$ cat src/sv/cubic_hermite_interp_macros.svh
// Assertion helpers for the cubic Hermite interpolator.
`ifndef CUBIC_HERMITE_INTERP_MACROS_SVH
`define CUBIC_HERMITE_INTERP_MACROS_SVH

// same-cycle implication
`define CHI_IMP(lbl, ante, cons, msg) \
	lbl: assert property (@(posedge clk) disable iff (!arst_n) (ante) |-> (cons)) \
		else $error(msg);

// next-cycle implication
`define CHI_NXT(lbl, ante, cons, msg) \
	lbl: assert property (@(posedge clk) disable iff (!arst_n) (ante) |=> (cons)) \
		else $error(msg);

`endif

$ cat src/sv/chi_ram.sv
`default_nettype none
module chi_ram #(
	parameter int WIDTH = 32,
	parameter int DEPTH = 64,
	localparam int AW = $clog2(DEPTH)
) (
	input  wire logic             clk,
	input  wire logic             we,
	input  wire logic [AW-1:0]    waddr,
	input  wire logic [WIDTH-1:0] wdata,
	input  wire logic [AW-1:0]    raddr,
	output logic      [WIDTH-1:0] rdata
);
	logic [WIDTH-1:0] mem_q [DEPTH];
	logic [WIDTH-1:0] rdata_q;

	always_ff @(posedge clk) begin
		if (we) begin
			mem_q[waddr] <= wdata;
		end
		rdata_q <= mem_q[raddr];
	end

	assign rdata = rdata_q;
endmodule
`default_nettype wire

$ cat config.mk
export PLATFORM = sky130hd
export DESIGN_NAME = chi_ram
export DESIGN_NICKNAME = d
export VERILOG_FILES = /design/src/sv/cubic_hermite_interp_macros.svh /design/src/sv/chi_ram.sv
export SDC_FILE = /design/constraint.sdc
export NUM_CORES = 2
export LEC_CHECK = 0
export BUFFER_PORTS_ARGS = -buffer_cell sky130_fd_sc_hd__clkbuf_2
export CORE_ASPECT_RATIO = 0.75
export CORE_UTILIZATION = 35
export CTS_BUF_LIST = sky130_fd_sc_hd__clkbuf_2
export CTS_CLUSTER_SIZE = 14
export DETAILED_ROUTE_END_ITERATION = 6
export GPL_ROUTABILITY_DRIVEN = 0
export GPL_TIMING_DRIVEN = 0
export PLACE_DENSITY = 0.45
export SLEW_MARGIN = 20
export SYNTH_ARGS = -nofsm -noshare
export SYNTH_HDL_FRONTEND = slang
export SYNTH_SLANG_ARGS = --single-unit
$ cat constraint.sdc
create_clock -name clk -period 5.13 [get_ports clk]
set_clock_uncertainty 0.15 [all_clocks]
set_input_delay 0.513 -clock clk [delete_from_list [all_inputs] [get_ports clk]]
set_output_delay 0.513 -clock clk [all_outputs]
set_load 0.1 [all_outputs]
==> key figures <==
Die
  – Die Wd: 549 um
  – Initial core utilization: 35.2%
  – # IOs: 78
  – Die ar.: 0.226 mm2
  – Row cnt: 150
  – Height of the die: roughly 400 um
  – Core Footprint: 0.223 mm2

Clock network
  – Num CTS Buffers: 534
  – CTS tree: yes
  – Clock slew at reported path FFs: about 0.1 ns
  – Max Root-Sink Buffers: 4
  – Setup bufs post-CTS: 0
  – Hold Buf Count CTS: 109
  – Worst-Skew Late Latency: 1.78 ns
  – CTS Root Cell: clkbuf_2
  – H-tree depth: 6
  – Cells resized by post-CTS repair: 0
  – CTS sink count: around 2100

Flow run
  – Maxcap violations: 0

Final layout
  – Area added between synthesis and finish: 18.7%
  – Commonest cells after routing, fill and taps aside: edfxtp_1, clkbuf_2, mux4_2
  – Commonest non-fill, non-tap cell in the layout: edfxtp_1
  – Fillers: approximately 20000
  – Final Core Density: 41.8%
  – Layout cells sized above 1: between 30% and 40%
  – Final std cells w/o fill: 7535
  – Final net count: ~4300

Worst setup path
  – CP arrival: 5.79 ns
  – CP endpoint kind: flop
  – Critical path class: in -> reg
  – Worst Path Required: 6.57 ns
  – Startpoint types: primary input
  – Cell count of the worst reg-to-reg path: 5
  – CP Max Fanout: 10

Timing
  – Worst setup margin: 0.777 ns
  – Setup repair after global routing missed its margin: no
  – Final count of pins violating max slew: 0
  – Relative slew margins: 14.7%
  – Max Fclk: 230 MHz
  – Final Hold Fails: 0
  – Tcrit/Tclk final: 84.9%
  – Measured slew at the worst slew-check pin: 1.28 ns
  – Endpoints failing setup: 0
  – Final Critical Period: 4.35 ns

Synthesis
  – Netlist cell types: 34
  – Seq/Total Area, Yosys: 79.1%
  – Netlist Area Pre-Place: 0.0785 mm2
  – Main synth FF type: edfxtp_1
  – YS warnings: 0
  – EDFF count, synth: 2048
  – Post-Syn Area per Cell: ~24 um2
  – Post-Syn Nets: 3370
  – Fraction of registers with async set/reset: 0%
  – Synth Register Bits: 2080
  – Synthesized netlist cell count: 3324

Drt
  – Iter 0 DRT Violations: 6054
  – Drt pass-1 iters: 6
  – Final ANT Viol Nets: 0
  – Wire per inst: roughly 37 um
  – Remaining routing DRC violations: 0
  – Detailed Route WL: between 200 and 300 mm
  – Vias/cell: approximately 5.6
  – DR vias: 42109

Global route
  – Total gr overflow: 0
  – Gr usage total: 24.6%
  – Antenna violations before repair: 22
  – Global-route wire length before repair: 368 mm
  – Vias in the first global route: 41414
  – Largest net degree at the start of global routing: 65

Worst hold path
  – Worst hold stages: 5
  – Hold Path Class: in -> reg

Placement
  – HPWL Detailed: 183 mm
  – Pre-CTS setup slack: -0.346 ns
  – Port Buffers: 69
  – DP Cell Count: 6527

Status
  – Status: finished clean

Pwr
  – Pleak: approximately 0.03 uW
  – Pwr Total: between 30000 and 40000 uW
  – Power density over cell area: 356 mW/mm2
  – Peak supply drop: about 0.20 mV
where the power goes:
part	switching, uW	leakage (uW)	total [uW]	internal (uW)
Clock	7020	0.00361	11800	4780
Sequential	33.2	0.0187	18800	18800
Combinational	1790	0.00780	2570	776
cell type report:
type	instances	area, um2	area share (%)
timing repair buffer	349	5620	6.03
antenna	12	30.0	0.0322
tap	2964	3710	3.98
buffer	182	937	1.01
clock buffer	740	3700	3.97
clock inverter	146	1120	1.20
multi-input combinational	1062	16000	17.1
sequential	2080	62100	66.7
cell usage after synthesis (all sizes together) (5+ instances only):
library cell	instances	area share, %
or3b	5	0.056
a22oi	12	0.11
a21oi	62	0.40
nand2	26	0.12
nand3b	5	0.048
buf	108	0.77
nor3	7	0.045
o22ai	84	0.67
dfxtp	32	0.82
nor2	137	0.65
nor2b	15	0.12
nand2b	8	0.064
mux2i	93	1.2
o221ai	27	0.30
a311oi	8	0.089
edfxtp	2048	78
clkbuf	74	0.35
mux4	544	16
nand3	5	0.032
logic make-up (layout without fill, tap and decap cells):
group	count (synthesis)	in the layout	share of synthesized area, %
other	0	12	0
and+or+nand+nor	223	223	1.27
buffers and inverters	182	1417	1.13
DFF	2080	2080	79.1
muxes	637	637	16.8
AOI/OAI and AO/OA	202	202	1.67
per-layer routing:
| metal | track usage [%] | up-vias | share of wire [%] |
|---|---|---|---|
| li1 | - | 16399 | - |
| met1 | 36.7 | 22910 | 45 |
| met2 | 34.3 | 2333 | 42 |
| met3 | 6.37 | 459 | 9.1 |
| met4 | 9.02 | 8 | 3.5 |
| met5 | 0 | - | 0.019 |
state kept, by name (all words and copies together), names as in the netlist:
| signal | cells |
|---|---|
| mem_q | 2048 |
| rdata | 32 |
stage by stage:
stage          TNS (ns)  area, um2  hold WS, ns
2_1_floorplan         0      78500        0.462
3_5_place_dp     -0.630      87100        0.691
3_3_place_gp   -1663.28      82600        0.860
6_report              0      93200        0.199
5_1_grt               0      93200       0.0750
4_1_cts               0      93200       0.0150
worst max-delay path: stages:
cell and delay [ns]:
dlygate4sd3_1 0.52, buf_2 0.47, buf_2 0.48, buf_2 0.45, buf_2 0.57, nand3b_1 0.87, o221ai_1 0.67, a21oi_1 0.30
a21oi_1 0.68, nor2_1 0.20
final timing paths:
| path | start | to | slack, ns |
|---|---|---|---|
| setup reg to reg | mem_q[38][11] | rdata[11] | 2.34 |
| hold / removal | raddr[4] | rdata[8] | 0.20 |
| hold reg to reg | mem_q[28][17] | rdata[17] | 0.77 |
| setup / recovery | raddr[1] | rdata[9] | 0.78 |
No activity file was read; power rests on OpenSTA's default activity.
