[config.mk]
export PLATFORM = sky130hd
export DESIGN_NAME = chi_mul
export DESIGN_NICKNAME = d
export VERILOG_FILES = /design/src/sv/cubic_hermite_interp_macros.svh /design/src/sv/chi_pkg.sv /design/src/sv/chi_mul.sv
export SDC_FILE = /design/constraint.sdc
export NUM_CORES = 2
export LEC_CHECK = 0
export ABC_AREA = 1
export CAP_MARGIN = 20
export CORE_ASPECT_RATIO = 2
export CORE_MARGIN = 2
export CORE_UTILIZATION = 65
export CTS_CLUSTER_DIAMETER = 120
export CTS_CLUSTER_SIZE = 8
export DETAILED_ROUTE_END_ITERATION = 10
export DONT_BUFFER_PORTS = 1
export PLACE_DENSITY = 0.86
export SETUP_SLACK_MARGIN = 0.5
export SLEW_MARGIN = 10
export SYNTH_ARGS = -nofsm -noshare
export SYNTH_HDL_FRONTEND = slang
export SYNTH_SLANG_ARGS = --single-unit
[constraint.sdc]
create_clock -name clk -period 9.6 [get_ports clk]
set_input_delay 1.44 -clock clk [delete_from_list [all_inputs] [get_ports clk]]
set_output_delay 1.44 -clock clk [all_outputs]
set_load 0.02 [all_outputs]
[src/sv/cubic_hermite_interp_macros.svh]
// Assertion helpers for the cubic Hermite interpolator.
`ifndef CUBIC_HERMITE_INTERP_MACROS_SVH
`define CUBIC_HERMITE_INTERP_MACROS_SVH

// same-cycle implication
`define CHI_IMP(lbl, ante, cons, msg) \
	lbl: assert property (@(posedge clk) disable iff (!arst_n) (ante) |-> (cons)) \
		else $error(msg);

// next-cycle implication
`define CHI_NXT(lbl, ante, cons, msg) \
	lbl: assert property (@(posedge clk) disable iff (!arst_n) (ante) |=> (cons)) \
		else $error(msg);

`endif

[src/sv/chi_pkg.sv]
`default_nettype none
package chi_pkg;
	localparam int MAX_KNOTS_DEF = 64;
	localparam int MIN_KNOTS = 2;
	localparam int VW = 32;
	localparam int KCW = 7;
	localparam int IDXW = 6;
	localparam int STW = 3;
	localparam int SEGW = 7;
	localparam int MW = 34;
	localparam int PW = 68;
	localparam int QBITS = 32;
	localparam int Q31 = 31;
	localparam int FRAC_BITS = 16;

	localparam logic OP_WRITE = 1'b0;
	localparam logic OP_QUERY = 1'b1;

	typedef enum logic [2:0] {
		STAT_OK      = 3'd0,
		STAT_WRITTEN = 3'd1,
		STAT_BELOW   = 3'd2,
		STAT_ABOVE   = 3'd3,
		STAT_SAT     = 3'd4
	} status_t;

	typedef enum logic [4:0] {
		S_IDLE,
		S_SRCH_ADDR,
		S_SRCH_CMP,
		S_FETCH,
		S_EDGE,
		S_LOAD_L,
		S_LOAD_R,
		S_PREP,
		S_DIV,
		S_MS2,
		S_MS3,
		S_MB,
		S_MP1,
		S_MP2,
		S_MT,
		S_MP4,
		S_MY,
		S_DONE
	} state_t;

	typedef struct packed {
		logic                 en;
		logic signed [MW-1:0] a;
		logic signed [MW-1:0] b;
	} mul_req_t;

	typedef struct packed {
		logic signed [VW-1:0] x;
		logic signed [VW-1:0] y;
		logic signed [VW-1:0] d;
	} knot_t;
endpackage
`default_nettype wire

[src/sv/chi_mul.sv]
`default_nettype none
module chi_mul import chi_pkg::*; (
	input  wire logic                 clk,
	input  wire mul_req_t             req,
	output logic signed [PW-1:0]      prod
);
	logic signed [PW-1:0] prod_q;

	always_ff @(posedge clk) begin
		if (req.en) begin
			prod_q <= req.a * req.b;
		end
	end

	assign prod = prod_q;
endmodule
`default_nettype wire

==> results.txt <==
----------------------------------------------------
[Outcome]
  Status ... completed

[Global routing]
  Overflow left after global routing ... 0
  All-Layer GR Usage ... 0.423
  Pin count of the biggest net entering global routing ... 69
  Number of global-route vias before repair ... between 40000 and 50000
  Number of antenna violations at the first check in global routing ... 3
  Global-route wire length before repair ... 233 mm

[Logic synthesis]
  Most instantiated flip-flop cell in the synthesis netlist ... sky130_fd_sc_hd__edfxtp_1
  Cell type with the largest total area after synthesis ... sky130_fd_sc_hd__fa_1
  Post-synthesis async set-or-reset flop share ... 0
  Most instantiated library cell after synthesis ... sky130_fd_sc_hd__inv_1
  Syn_nets ... 7487
  Commonest cells in the netlist ... sky130_fd_sc_hd__inv_1 (2116), sky130_fd_sc_hd__nand2_1 (1661), sky130_fd_sc_hd__fa_1 (1241)
  Seq/Total Area, Yosys ... 0.0435
  Area fraction of the dominant cell type after synthesis ... 0.530
  Number of distinct library cell variants in the gate-level netlist after synthesis ... 32
  Register bit count reported by yosys ... 68
  Number of warnings issued by yosys ... 0
  Top area cells in the synthesized netlist ... sky130_fd_sc_hd__fa_1 (53%), sky130_fd_sc_hd__inv_1 (17%), sky130_fd_sc_hd__nand2_1 (13%), sky130_fd_sc_hd__ha_1 (5.4%), sky130_fd_sc_hd__edfxtp_1 (4.4%)
  Synthesized instance count ... around 6000
  Area of the mapped netlist ... 46900 µm²
  Mean instance size in the synthesized netlist ... 7.85 µm²
  Number of synthesized flops with an enable pin ... 68

[Clocking]
  Clock edge transition at the registers on the reported setup and hold paths ... 80 ps
  CTS tree ... built
  Number of levels in the clock H-tree ... 3
  Sink count of the clock tree ... 68
  CTS buffer count ... 9
  Worst-case clock buffer depth ... 2
  Total of hold buffers inserted after clock tree synthesis ... 0
  Root buffer selected by CTS ... sky130_fd_sc_hd__clkbuf_16

[Drt]
  Number of DRC markers after the initial detailed-route iteration ... 2521
  Avg Vias per Cell ... 5.59
  Wirelength per Cell ... around 22 µm
  Initial DRT Pass Iterations ... 8
  Vias post-DR ... 37200
  Post-route antenna net violation count ... 0
  Routed Wire Length ... roughly 150 mm
  Remaining design rule violation count ... 0

[Setup path]
  Maximum fanout along the worst path ... 34
  Cell repeated most along the worst path ... sky130_fd_sc_hd__fa_1
  Delay contributed by the slowest stage of the critical path ... just under 900 ps
  Critical Path Source Type ... input port
  CP Capture Type ... register
  Arrival time at the worst endpoint ... 9210 ps
  Critical path start-end classification ... input port to register
  Required time at the worst-slack endpoint ... a little under 10000 ps
  Slowest cell on crit path ... sky130_fd_sc_hd__o21ai_0
  Cell breakdown of the critical path ... nand2_1 -> inv_1 -> fa_1 -> fa_1 -> fa_2 -> inv_1 -> fa_1 -> inv_1 -> fa_1 -> fa_1 -> fa_1 -> inv_1 -> fa_1 -> inv_1 -> ha_1 -> nand2_1 -> inv_1 -> nand2_1 -> o21ai_0 -> a21oi_1 -> nand4_1 -> nand2_1

[STA]
  Unrepaired setup endpoints after global routing ... no
  Share of the clock period used by the worst path ... 0.946
  Final Setup Violations ... 0
  Final period demand of the worst path ... slightly above 9000 ps
  Number of max-slew violations in the final report ... 0
  Transition at the pin with the smallest max-transition slack ... 1160 ps
  Timing-limited maximum frequency ... roughly 0.11 GHz
  Max_slew headroom ... 0.230
  Sum of negative setup slack ... 0 ps
  Number of hold violations in the final report ... 0

[Place]
  Number of port buffers ... 0
  Placed wire-length estimate after detailed placement ... 123 mm
  Placed inst area ... 47200 µm²
  Weighted congestion at the end of routability-driven global placement ... 1.10
  Cell Count Post-Placement ... ~6600

[Floorplanning]
  Starting density of the core ... 0.655
  Total Die Area ... 74500 µm²
  Top-level I/O count ... 138
  Height of the chip ... 384 µm
  Row count ... 139
  Core Area ... 71700 µm²
  Die extent in x ... between 150 and 200 µm

[Final layout]
  Max reg flops ... 68
  Fill cell total of the finished layout ... 5770
  Final Util ... 0.663
  Final #Nets ... ~7200
  Non-filler cells in the finished layout ... 6659
  Finished Cell Area ... 47500 µm²
  Fraction of final layout cells with drive strength greater than 1 ... 0.0174
  Growth of design area from synthesis to finish ... 1.31%

[Run]
  Maxcap violations ... 0

[Worst hold path]
  Min-delay worst type ... input port to register

----------------------------------------------------
layout make-up:
type | instances | area, µm² | share of cell area
Antenna cell | 4 | 10.0 | 0.000211
Tap cell | 916 | 1150 | 0.0241
Multi-Input combinational cell | 3514 | 35900 | 0.755
Clock inverter | 7 | 82.6 | 0.00174
Inverter | 2119 | 7950 | 0.167
Timing Repair Buffer | 22 | 165 | 0.00348
Clock buffer | 9 | 225 | 0.00474
Sequential cell | 68 | 2040 | 0.0430
per-layer routing:
metal | vias to the layer above | share of wire | GRT usage
li1 | 15600 | - | -
met1 | 18300 | 0.28 | 0.401
met2 | 2267 | 0.51 | 0.745
met4 | 0 | 0.12 | 0.405
met5 | - | 0 | 0
met3 | 1005 | 0.088 | 0.0968
final timing paths:
kind,from,slack (ps),end,cells after the start
min,req[68],1160,prod[47]$_DFFE_PP_,0
max,req[67],520,prod[53]$_DFFE_PP_,22
repair_timing:
action,in CTS,in global routing
buffers inserted,0,0
endpoints found under the setup margin,0,3
gates resized for setup,0,1
through the flow:
step                setup slack [ps]  hold WS, ps
global route                     551         1160
global placement                 250         1560
finish                           519         1160
detailed placement               141         1560
CTS                              519         1160
floorplan                       1200         1550
layout by cell type (no fill, tap or decap), types with 2 or more instances in the layout:
master                       netlist  final
sky130_fd_sc_hd__ha_1            204    204
sky130_fd_sc_hd__inv_2             3      3
sky130_fd_sc_hd__fa_1           1241   1240
sky130_fd_sc_hd__nand2_1        1661   1661
sky130_fd_sc_hd__clkinvlp_4        0      2
sky130_fd_sc_hd__xnor2_1           2      2
sky130_fd_sc_hd__nor2_2            9      9
sky130_fd_sc_hd__nor2_1          115    115
sky130_fd_sc_hd__nand3b_1          3      3
sky130_fd_sc_hd__nor3_1           15     15
sky130_fd_sc_hd__edfxtp_1         68     68
sky130_fd_sc_hd__a21oi_2           4      4
sky130_fd_sc_hd__nand2_2          20     20
sky130_fd_sc_hd__inv_1          2116   2116
sky130_fd_sc_hd__diode_2           0      4
sky130_fd_sc_hd__nand4_1          19     19
sky130_fd_sc_hd__o21bai_1         11     11
sky130_fd_sc_hd__nand2_4           2      2
sky130_fd_sc_hd__clkbuf_16         0      9
sky130_fd_sc_hd__nor3_4            2      2
sky130_fd_sc_hd__nand3_2           7      7
sky130_fd_sc_hd__o21ai_0          18     18
sky130_fd_sc_hd__nor3_2            5      5
sky130_fd_sc_hd__or2_2             8      8
sky130_fd_sc_hd__buf_4             0     22
sky130_fd_sc_hd__a21oi_1          59     59
sky130_fd_sc_hd__nand3_1          70     70
sky130_fd_sc_hd__inv_6             0      3
sky130_fd_sc_hd__xor2_1           33     33
critical path, delay by kind of cell:
| family | cells | cell delay (ps) |
|---|---|---|
| AOI/OAI and AO/OA | 2 | 1120 |
| and+or+nand+nor | 5 | 710 |
| adders and majority gates | 9 | 5190 |
| buffers and inverters | 6 | 720 |
cells by family (layout without fill, tap and decap cells):
kind of cell,count (synthesis),count (layout),synth area share
XOR/XNOR,35,35,0.00654
buffers and inverters,2390,2157,0.191
AO/OA/AOI/OAI,95,95,0.0112
other,0,4,0
flip-flops,68,68,0.0435
AND/OR/NAND/NOR,1939,1939,0.163
adder cells (fa/ha/maj),1445,1445,0.584
Power is not shown: default switching activity piles up to over one toggle a cycle in this logic, so the estimate is an artifact.
